$ cat config.mk
export PLATFORM = sky130hd
export DESIGN_NAME = lru_key_value_cache
export DESIGN_NICKNAME = d
export VERILOG_FILES = /design/src/design/lkv_pkg.sv /design/src/design/lkv_cell.sv /design/src/design/lru_key_value_cache.sv
export SDC_FILE = /design/constraint.sdc
export NUM_CORES = 1
export LEC_CHECK = 0
export BUFFER_PORTS_ARGS = -buffer_cell sky130_fd_sc_hd__buf_4
export CAP_MARGIN = 20
export CORE_MARGIN = 5
export CORE_UTILIZATION = 28
export CTS_CLUSTER_SIZE = 24
export DETAILED_ROUTE_END_ITERATION = 10
export PLACE_DENSITY = 0.43
export SYNTH_ARGS = -nofsm -noshare
export SYNTH_HDL_FRONTEND = slang
export SYNTH_SLANG_ARGS = --single-unit
$ cat constraint.sdc
create_clock -name clk -period 16.7 [get_ports clk]
set_input_delay 1.67 -clock clk [delete_from_list [all_inputs] [get_ports clk]]
set_output_delay 1.67 -clock clk [all_outputs]
set_load 0.02 [all_outputs]
$ cat src/design/lkv_pkg.sv
package lkv_pkg;

  localparam int MAX_ENTRIES = 16;
  localparam int OCC_W       = $clog2(MAX_ENTRIES + 1);
  localparam int KEY_W       = 32;
  localparam int VAL_W       = 32;
  localparam int CAP_W       = 5;

  localparam logic [0:0] ACT_GET = 1'b0;
  localparam logic [0:0] ACT_PUT = 1'b1;

  // cell operations
  localparam logic [1:0] OP_HOLD   = 2'd0;
  localparam logic [1:0] OP_HIT    = 2'd1;
  localparam logic [1:0] OP_INSERT = 2'd2;

  localparam logic [2:0] ADDR_CAPACITY = 3'd0;
  localparam logic [CAP_W-1:0] CAP_RESET = 5'd16;

  localparam logic signed [VAL_W-1:0] MISS_VALUE = -32'sd1;

  typedef struct packed {
    logic                    valid;
    logic signed [KEY_W-1:0] key;
    logic signed [VAL_W-1:0] value;
  } entry_t;

  typedef struct packed {
    logic [1:0] op;
    logic       keep_ok;  // cell stays within kept range on insert
  } cell_ctrl_t;

endpackage

$ cat src/design/lkv_cell.sv
module lkv_cell (
  input  logic                            clk,
  input  logic                            rst_n,
  input  lkv_pkg::cell_ctrl_t             ctrl,
  input  logic signed [lkv_pkg::KEY_W-1:0] req_key,
  input  lkv_pkg::entry_t                 prev,
  input  logic                            seen_in,
  output lkv_pkg::entry_t                 entry,
  output logic                            match,
  output logic                            seen_out
);

  logic                             valid_r, valid_nxt;
  logic signed [lkv_pkg::KEY_W-1:0] key_r, key_nxt;
  logic signed [lkv_pkg::VAL_W-1:0] value_r, value_nxt;
  logic                             take;

  assign match    = valid_r && (key_r == req_key);
  assign seen_out = seen_in | match;
  assign entry    = '{valid: valid_r, key: key_r, value: value_r};

  always_comb begin
    take      = 1'b0;
    valid_nxt = valid_r;
    unique case (ctrl.op)
      lkv_pkg::OP_HIT: begin
        // cells up to and including the hit slot move up one
        take = !seen_in;
      end
      lkv_pkg::OP_INSERT: begin
        take = ctrl.keep_ok;
        if (!ctrl.keep_ok) begin
          valid_nxt = 1'b0;
        end
      end
      default: begin
        take = 1'b0;
      end
    endcase
    if (take) begin
      valid_nxt = prev.valid;
    end
    key_nxt   = take ? prev.key   : key_r;
    value_nxt = take ? prev.value : value_r;
  end

  always_ff @(posedge clk) begin
    if (!rst_n) begin
      valid_r <= 1'b0;
    end else begin
      valid_r <= valid_nxt;
    end
  end

  always_ff @(posedge clk) begin
    key_r   <= key_nxt;
    value_r <= value_nxt;
  end

endmodule

$ cat src/design/lru_key_value_cache.sv
// LRU key-value cache.
// in_*  : request stream. in_tuser = action (0 get, 1 put);
//         in_tdata = key [31:0], value [63:32].
// out_* : one result per get, none per put. out_tuser = hit;
//         out_tdata = read_value (stored value on hit, -1 on miss).
// cfg_* : APB-style port; capacity at byte address 0 (5 bits, reset 16).
//         Write it only while no request is outstanding.
// Entries live in a row of cells, cell 0 the most recent. Each request
// broadcasts its key, every cell compares at once, and cells up to and including the hit
// (or all kept cells on insert) take the contents of their lower neighbor.
// Throughput: one transfer per cycle while the receiver keeps up. A get
// result sits in the output register the cycle after its transfer; the
// compare plus the hit chain through the cells sets the cycle time.
// When the receiver stalls, the result holds and a new request is taken
// only in the cycle the result is taken (puts likewise wait for it).
// Reset (synchronous, rst_n low) clears all valid marks, occupancy and the
// output valid flag, and sets capacity to 16; no clearing pass is needed.
module lru_key_value_cache (
  input  logic        clk,
  input  logic        rst_n,
  input  logic        in_tvalid,
  output logic        in_tready,
  input  logic [63:0] in_tdata,   // key [31:0], value [63:32]
  input  logic        in_tuser,   // action [0]
  output logic        out_tvalid,
  input  logic        out_tready,
  output logic [31:0] out_tdata,  // read_value [31:0]
  output logic        out_tuser,  // hit [0]
  input  logic        cfg_psel,
  input  logic        cfg_penable,
  input  logic        cfg_pwrite,
  input  logic [2:0]  cfg_paddr,
  input  logic [31:0] cfg_pwdata,
  output logic [31:0] cfg_prdata,
  output logic        cfg_pready
);

  localparam int N = lkv_pkg::MAX_ENTRIES;

  logic [lkv_pkg::CAP_W-1:0] cap_r;
  logic [lkv_pkg::OCC_W-1:0] occ_r, occ_nxt;
  logic                      out_valid_r, out_hit_r;
  logic signed [lkv_pkg::VAL_W-1:0] out_value_r;

  logic                             in_fire, cfg_wr;
  logic [0:0]                       action;
  logic signed [lkv_pkg::KEY_W-1:0] req_key;
  logic signed [lkv_pkg::VAL_W-1:0] req_value, hit_value;
  logic                             hit;
  logic [lkv_pkg::OCC_W-1:0]        eff_cap, keep;
  logic [1:0]                       op;
  lkv_pkg::entry_t                  front;

  lkv_pkg::entry_t     entries [N];
  lkv_pkg::cell_ctrl_t ctrls   [N];
  logic [N-1:0]        match_vec, valid_vec, therm;
  logic [N:0]          seen;

  // ---------------- config port ----------------
  assign cfg_pready = 1'b1;
  assign cfg_wr     = cfg_psel & cfg_penable & cfg_pwrite & cfg_pready;
  assign cfg_prdata = (cfg_paddr[2] == lkv_pkg::ADDR_CAPACITY[2])
                      ? {{(32-lkv_pkg::CAP_W){1'b0}}, cap_r} : 32'd0;

  always_ff @(posedge clk) begin
    if (!rst_n) begin
      cap_r <= lkv_pkg::CAP_RESET;
    end else if (cfg_wr && cfg_paddr[2] == lkv_pkg::ADDR_CAPACITY[2]) begin
      cap_r <= cfg_pwdata[lkv_pkg::CAP_W-1:0];
    end
  end

  // ---------------- request decode ----------------
  assign in_tready = !out_valid_r || out_tready;
  assign in_fire   = in_tvalid && in_tready;
  assign action    = in_tuser;
  assign req_key   = in_tdata[31:0];
  assign req_value = in_tdata[63:32];

  assign hit = seen[N];

  // hit slot is unique, so an OR of gated values selects it
  always_comb begin
    hit_value = '0;
    for (int i = 0; i < N; i++) begin
      if (match_vec[i]) begin
        hit_value = hit_value | entries[i].value;
      end
    end
  end

  // capacity zero acts as one, above the row size as the row size
  always_comb begin
    if (cap_r == '0) begin
      eff_cap = lkv_pkg::OCC_W'(1);
    end else if (int'(cap_r) > N) begin
      eff_cap = lkv_pkg::OCC_W'(N);
    end else begin
      eff_cap = lkv_pkg::OCC_W'(cap_r);
    end
    keep = (occ_r >= eff_cap) ? eff_cap - lkv_pkg::OCC_W'(1) : occ_r;
  end

  always_comb begin
    op      = lkv_pkg::OP_HOLD;
    occ_nxt = occ_r;
    if (in_fire) begin
      priority if (hit) begin
        op = lkv_pkg::OP_HIT;
      end else if (action == lkv_pkg::ACT_PUT) begin
        op      = lkv_pkg::OP_INSERT;
        occ_nxt = keep + lkv_pkg::OCC_W'(1);
      end else begin
        op = lkv_pkg::OP_HOLD;
      end
    end
  end

  // what enters cell 0: the refreshed hit entry or the new pair
  assign front = '{valid: 1'b1, key: req_key,
                   value: (action == lkv_pkg::ACT_PUT) ? req_value : hit_value};

  // ---------------- cell row ----------------
  assign seen[0] = 1'b0;

  for (genvar g = 0; g < N; g++) begin : g_cell
    assign ctrls[g] = '{op: op, keep_ok: (lkv_pkg::OCC_W'(g) <= keep)};
    assign valid_vec[g] = entries[g].valid;
    assign therm[g]     = lkv_pkg::OCC_W'(g) < occ_r;

    lkv_cell u_cell (
      .clk      (clk),
      .rst_n    (rst_n),
      .ctrl     (ctrls[g]),
      .req_key  (req_key),
      .prev     ((g == 0) ? front : entries[(g == 0) ? 0 : g-1]),
      .seen_in  (seen[g]),
      .entry    (entries[g]),
      .match    (match_vec[g]),
      .seen_out (seen[g+1])
    );
  end

  always_ff @(posedge clk) begin
    if (!rst_n) begin
      occ_r <= '0;
    end else begin
      occ_r <= occ_nxt;
    end
  end

  // ---------------- output register ----------------
  always_ff @(posedge clk) begin
    if (!rst_n) begin
      out_valid_r <= 1'b0;
    end else if (in_fire && action == lkv_pkg::ACT_GET) begin
      out_valid_r <= 1'b1;
    end else if (out_tready) begin
      out_valid_r <= 1'b0;
    end
  end

  always_ff @(posedge clk) begin
    if (in_fire && action == lkv_pkg::ACT_GET) begin
      out_hit_r   <= hit;
      out_value_r <= hit ? hit_value : lkv_pkg::MISS_VALUE;
    end
  end

  assign out_tvalid = out_valid_r;
  assign out_tuser  = out_hit_r;
  assign out_tdata  = out_value_r;

  // ---------------- assertions ----------------
  a_occ_range: assert property (@(posedge clk) disable iff (!rst_n)
    int'(occ_r) <= N)
    else $error("occupancy above row size");

  a_valid_therm: assert property (@(posedge clk) disable iff (!rst_n)
    valid_vec == therm)
    else $error("valid marks disagree with occupancy");

  a_unique_key: assert property (@(posedge clk) disable iff (!rst_n)
    $onehot0(match_vec))
    else $error("key held in more than one cell");

  a_get_result: assert property (@(posedge clk) disable iff (!rst_n)
    in_fire && action == lkv_pkg::ACT_GET |=> out_valid_r)
    else $error("get transfer without result");

  a_hit_front: assert property (@(posedge clk) disable iff (!rst_n)
    in_fire && (hit || action == lkv_pkg::ACT_PUT) |=>
      entries[0].valid && entries[0].key == $past(req_key))
    else $error("accessed key not at front");

endmodule
==> impl_metrics.py, run 1 <==
metrics = {
    "outcome": {
        "status": "finished, final reports clean",
    },
    "routing": {
        "drt_wl_total_um": 140000,
        "drc_errors": 0,
        "ant_nets": 0,
        "via_count": 25900,
        "drt_iter0_markers": 2447,
        "viasPerCell": 5.06,
        "wire_per_inst_um": 27.3,
        "drtPass1Iterations": 6,
    },
    "clocking": {
        "cts_resized": 0,
        "cts_root_buf": "clkbuf_16",
        "cts_buffer_depth": 3,
        "clkSlewWorstSetupHoldPaths_ns": 0.06,
        "cts_inserted_buffers": 116,
        "htreeDepth": 3,
        "cts_setup_buffers": 0,
        "clk_latency_ns": 0.74,
        "cts_tree": "done",
        "postCtsHoldBufs": 0,
        "cts_num_sinks": 1084,
    },
    "synthesis": {
        "synth.area.top_cells": "edfxtp_1 71%, xnor2_1 5.6%, xor2_1 4.5%",
        "synth_common_cells": "1057 x edfxtp_1, 283 x xnor2_1, 228 x xor2_1, 130 x nand4_1, 105 x nand2_1",
        "ys_ff_latch": 1084,
        "synthFlopType": "edfxtp_1",
        "syn_area_per_cell_um2": 15.9,
        "syn_area_um2": 44600,
        "synth-async-reset-ratio": 0,
        "post-synth-top-area-cell": "edfxtp_1",
        "synth_cell_types": 74,
        "ys_warn_count": 0,
        "yosysMostFrequentCell": "edfxtp_1",
        "yosysSeqAreaShare": 0.723,
        "synth_edf_count": 1057,
        "syn_inst": 2809,
        "yosysTopAreaCellShare": 0.711,
    },
    "global_route": {
        "grt_antenna_before_repair": 6,
        "grt_pass1_vias": 27200,
        "met1_usage": 0.220,
        "grt.met2_usage": 0.268,
        "grt_pass1_wl_um": 200000,
        "gr-max-usage-layer": "met2",
        "grtUsageTotal": 0.162,
        "grt_max_degree": 65,
        "grtUsageMet3": 0.0271,
        "gr-total-overflow": 0,
    },
    "floorplan": {
        "core_area_um2": 158000,
        "initial_core_util": 0.282,
        "ios": 175,
        "die_w_um": 409,
        "rows": 146,
        "die_area_um2": 168000,
        "die_y_um": 409,
    },
    "sta": {
        "timing.final.crit_share": 0.507,
        "worst_pin_slew_ns": 1.05,
        "relSlewSlack": 0.301,
        "worst_hold_slack_ns": 0.405,
        "period_minus_slack_ns": 8.47,
        "rsz0062_at_grt": "false",
        "fin_tns_setup_ns": 0,
        "finClkSkew_ns": 0.0639,
        "setup_ws_ns": 8.23,
        "fmaxAchievable_mhz": 118,
        "setup_viol": 0,
        "hold_violations": 0,
        "maxSlewViolCount": 0,
    },
    "worst_hold_path": {
        "hold_class": "register to register",
    },
    "final_layout": {
        "drive_gt1_frac": 0.122,
        "fin_util": 0.324,
        "layout-area-overhead-vs-synth_pct": 15.0,
        "final_net_count": 3054,
        "multi_input_area_um2": 11500,
        "fill_cells": 15300,
        "ff_latch_area_um2": 32300,
        "finalNonFillerCells": 5107,
    },
    "worst_setup_path": {
        "worstSetupPathType": "primary input to register",
        "cp-end-kind": "register",
        "cp_max_fo": 36,
        "cp.arrival_ns": 8.78,
        "r2r_slack_ns": 9.06,
        "start_kind": "primary input",
        "crit_required_ns": 17.01,
    },
    "power": {
        "power.leakage_nw": 15.6,
        "peakVddDrop_v": 0.0000856,
        "p_per_area_nw_per_um2": 113,
    },
    "place": {
        "port_buffers": 117,
        "place_ws_ns": 7.09,
        "gp_congestion": 0.984,
        "hpwl_um": 89400,
        "dp.cells": 4889,
    },
    "run": {
        "cap_violations": 0,
    },
}
[where the power goes]
group          switching, mW  internal, mW  leakage, nW
registers             0.0213          3.00         9.66
logic                  0.190        0.0805         4.18
clock network           1.09          1.42         1.76
[per-stage QoR]
| step | power, mW | cell area [µm²] |
|---|---|---|
| finish | 5.79 | 51300 |
| global route | 6.01 | 51300 |
| CTS | 5.87 | 51300 |
| detailed placement | 3.34 | 47700 |
| global placement | 3.34 | 47700 |
| floorplan | 3.24 | 44700 |
[layout by cell type, fill, tap and decap left out, types with 14 or more instances in the layout]
master     count
a22o_1        92
inv_1         22
a221oi_1      79
a22oi_1       78
a21oi_1       46
xnor2_1      283
nand4_1      130
nor3_1        36
buf_4        158
conb_1        28
o21ai_0       19
mux2i_1       14
clkinv_2      16
xor2_1       228
nor2_1        58
clkinv_1      33
dfxtp_1       27
nand3_1       51
nor4_1        92
and4_1        21
edfxtp_1    1057
clkbuf_1      31
clkbuf_16    118
nand2_1      105
[layout make-up]
type / count / share of cell area
repair buffers: 159 / 0.0235
multi-input cells: 1550 / 0.224
clock inverters: 66 / 0.0112
clock buffers: 149 / 0.0598
inverters: 25 / 0.00183
flip-flops and latches: 1084 / 0.629
diodes: 2 / 0.0000975
well taps: 2072 / 0.0505
[worst max-delay path: stages]
cell,delay [ns]
buf_4,0.22
xnor2_1,0.49
nand4_1,0.15
nor4_1,0.64
and4_2,0.35
buf_4,0.64
nor4_1,0.09
nand2_1,0.32
or3_2,0.27
buf_4,0.51
nor2b_1,0.21
ha_1,0.22
nand2b_1,0.15
or4b_2,0.81
or2_2,0.38
a21oi_4,0.79
buf_4,0.77
[flip-flops by register name (all words and copies together), names as in the netlist]
name / flops
cap_r: 5
g_cell.u_cell.key_r: 512
g_cell.u_cell.valid_r: 16
g_cell.u_cell.value_r: 512
occ_r: 5
out_tdata: 32
out_tuser: 1
out_tvalid: 1
[kinds of logic after synthesis]
group | synth area share
DFF | 0.723
and+or+nand+nor | 0.0744
xor gates and xnor gates | 0.100
AOI/OAI and AO/OA | 0.0680
buffers and inverters | 0.0265
muxes | 0.00440
adders and majority gates | 0.00308
other | 0.000168
[layer usage]
layer,up-vias,wire length (µm),share of wire
li1,11200,-,-
met1,13300,61100,0.44
met2,1140,66000,0.47
met3,244,8440,0.060
met4,0,4070,0.029
met5,-,0,0
[final timing paths]
check                               start                           end  cells past startpoint
min          g_cell[8].u_cell.value_r[10]  g_cell[9].u_cell.value_r[10]                      0
max reg2reg     g_cell[8].u_cell.key_r[8]   g_cell[8].u_cell.value_r[0]                     16
max                           in_tdata[8]   g_cell[8].u_cell.value_r[0]                     17
min reg2reg  g_cell[8].u_cell.value_r[10]  g_cell[9].u_cell.value_r[10]                      0
Note: power is estimated with default switching activity, not from simulation.
==> run 2, diff against run 1 <==
==> constraint.sdc (replaced) <==
create_clock -name clk -period 8.89 [get_ports clk]
set_input_delay 0.889 -clock clk [delete_from_list [all_inputs] [get_ports clk]]
set_output_delay 0.889 -clock clk [all_outputs]
set_load 0.02 [all_outputs]
==> impl_metrics.py, run 2 (same netlist as run 1, synthesis figures left out) <==
metrics = {
    "floorplan": {
        "die_area_um2": 168000,
        "rows": 146,
        "die_y_um": 409,
        "initial_core_util": 0.282,
        "die_w_um": 409,
        "ios": 175,
        "core_area_um2": 158000,
    },
    "worst_setup_path": {
        "cp.arrival_ns": 6.79,
        "worstReg2RegEnd": "g_cell[9].u_cell.key_r[9]",
        "setup.worst_path.end": "g_cell[9].u_cell.key_r[9]",
        "worstSetupPathType": "primary input to register",
        "crit_required_ns": 9.27,
        "reg2reg_depth": 13,
        "start_kind": "primary input",
        "cp_max_fo": 32,
        "crit_start": "in_tdata[2]",
        "r2r_slack_ns": 2.58,
        "cp-end-kind": "register",
        "rr_startpoint": "g_cell[4].u_cell.key_r[2]",
    },
    "final_layout": {
        "final_common_cell": "edfxtp_1",
        "drive_gt1_frac": 0.134,
        "final_cell_mix": "1057 x edfxtp_1, 283 x xnor2_1, 228 x xor2_1",
        "layout-area-overhead-vs-synth_pct": 16.1,
        "final_net_count": 3062,
        "postLayoutCellArea_um2": 51800,
    },
    "clocking": {
        "cts_root_buf": "clkbuf_16",
        "postCtsHoldBufs": 0,
        "cts_num_sinks": 1084,
        "clk_latency_ns": 0.74,
        "cts_buffer_depth": 3,
        "cts_resized": 0,
        "cts_tree": "done",
        "cts_setup_buffers": 0,
        "clkSlewWorstSetupHoldPaths_ns": 0.06,
        "cts_inserted_buffers": 119,
        "htreeDepth": 3,
    },
    "power": {
        "power.leakage_nw": 15.9,
        "p_per_area_nw_per_um2": 217,
        "peakVddDrop_v": 0.000155,
    },
    "sta": {
        "timing.final.crit_share": 0.721,
        "finClkSkew_ns": 0.0510,
        "maxSlewViolCount": 0,
        "rsz0062_at_grt": "false",
        "relSlewSlack": 0.309,
        "fin_tns_setup_ns": 0,
        "setup_ws_ns": 2.48,
        "worst_pin_slew_ns": 1.03,
        "setup_viol": 0,
        "hold_violations": 0,
        "fmaxAchievable_mhz": 156,
        "period_minus_slack_ns": 6.41,
        "worst_hold_slack_ns": 0.408,
    },
    "outcome": {
        "status": "finished, final reports clean",
    },
    "place": {
        "hpwl_um": 89800,
        "place_area_um2": 47800,
        "port_buffers": 117,
        "gp_congestion": 0.940,
        "place_ws_ns": 1.71,
    },
    "routing": {
        "via_count": 26000,
        "drt_wl_total_um": 140000,
        "drtPass1Iterations": 7,
        "ant_nets": 0,
        "wire_per_inst_um": 27.3,
        "drt_iter0_markers": 2414,
        "viasPerCell": 5.08,
        "drc_errors": 0,
    },
    "global_route": {
        "grt_pass1_vias": 27200,
        "grt_max_degree": 66,
        "grt.met2_usage": 0.258,
        "grtUsageTotal": 0.162,
        "met1_usage": 0.221,
        "grt_antenna_before_repair": 6,
        "gr-total-overflow": 0,
        "grt_pass1_wl_um": 198000,
        "gr-max-usage-layer": "met2",
        "grtUsageMet3": 0.0303,
    },
    "run": {
        "cap_violations": 0,
    },
    "worst_hold_path": {
        "hold_class": "primary input to register",
    },
}
-- run 2: through the flow --
stage	utilization	power [mW]	cells
after floorplan	-	6.09	2835
after global placement	0.302	6.28	4895
after detailed placement	0.302	6.28	4895
after CTS	0.327	11.4	5121
after global routing	0.327	11.6	5122
final	0.327	11.2	5122
-- run 2: worst max-delay path: stages --
cell     delay, ns
buf_4         0.31
xor2_1        0.43
nor4_1        0.11
nand4_1       0.21
nor4_2        0.11
or4_1         0.59
or3_1         0.47
or3_2         0.60
nor2_1        0.13
ha_2          0.59
inv_1         0.67
nand2_1       0.47
o22ai_4       0.69
buf_4         0.48
-- run 2: routing by layer --
layer / up-vias / wire length (µm)
li1: 11200 / -
met1: 13300 / 61300
met2: 1171 / 63900
met3: 302 / 9430
met4: 2 / 5190
met5: - / 13
-- run 2: where the power goes --
| group | switching (mW) | leakage, nW | internal, mW |
|---|---|---|---|
| Clock | 2.11 | 1.96 | 2.96 |
| Combinational | 0.360 | 4.23 | 0.153 |
| Sequential | 0.0397 | 9.66 | 5.63 |
| Total | 2.51 | 15.9 | 8.74 |
-- run 2: worst min path at each step --
stage	startpoint	to	slack [ns]	cells past startpoint
finish	cfg_pwdata[2]	cap_r[2]	0.41	3
global route	cfg_pwdata[2]	cap_r[2]	0.37	3
CTS	cfg_pwdata[2]	cap_r[2]	0.35	3
detailed placement	g_cell[14].u_cell.value_r[31]	g_cell[15].u_cell.value_r[31]	0.43	0
global placement	g_cell[1].u_cell.value_r[3]	g_cell[2].u_cell.value_r[3]	0.43	0
floorplan	g_cell[9].u_cell.key_r[31]	g_cell[10].u_cell.key_r[31]	0.43	0
-- run 2: area by class of cell --
| type | count | area [µm²] |
|---|---|---|
| Clock inverter | 90 | 908 |
| Antenna cell | 1 | 2.50 |
| Multi-Input combinational cell | 1550 | 11500 |
| Fill cell | 15300 | 107000 |
| Timing Repair Buffer | 164 | 1340 |
| Inverter | 25 | 93.8 |
| Clock buffer | 136 | 3090 |
| Sequential cell | 1084 | 32300 |
| Tap cell | 2072 | 2590 |
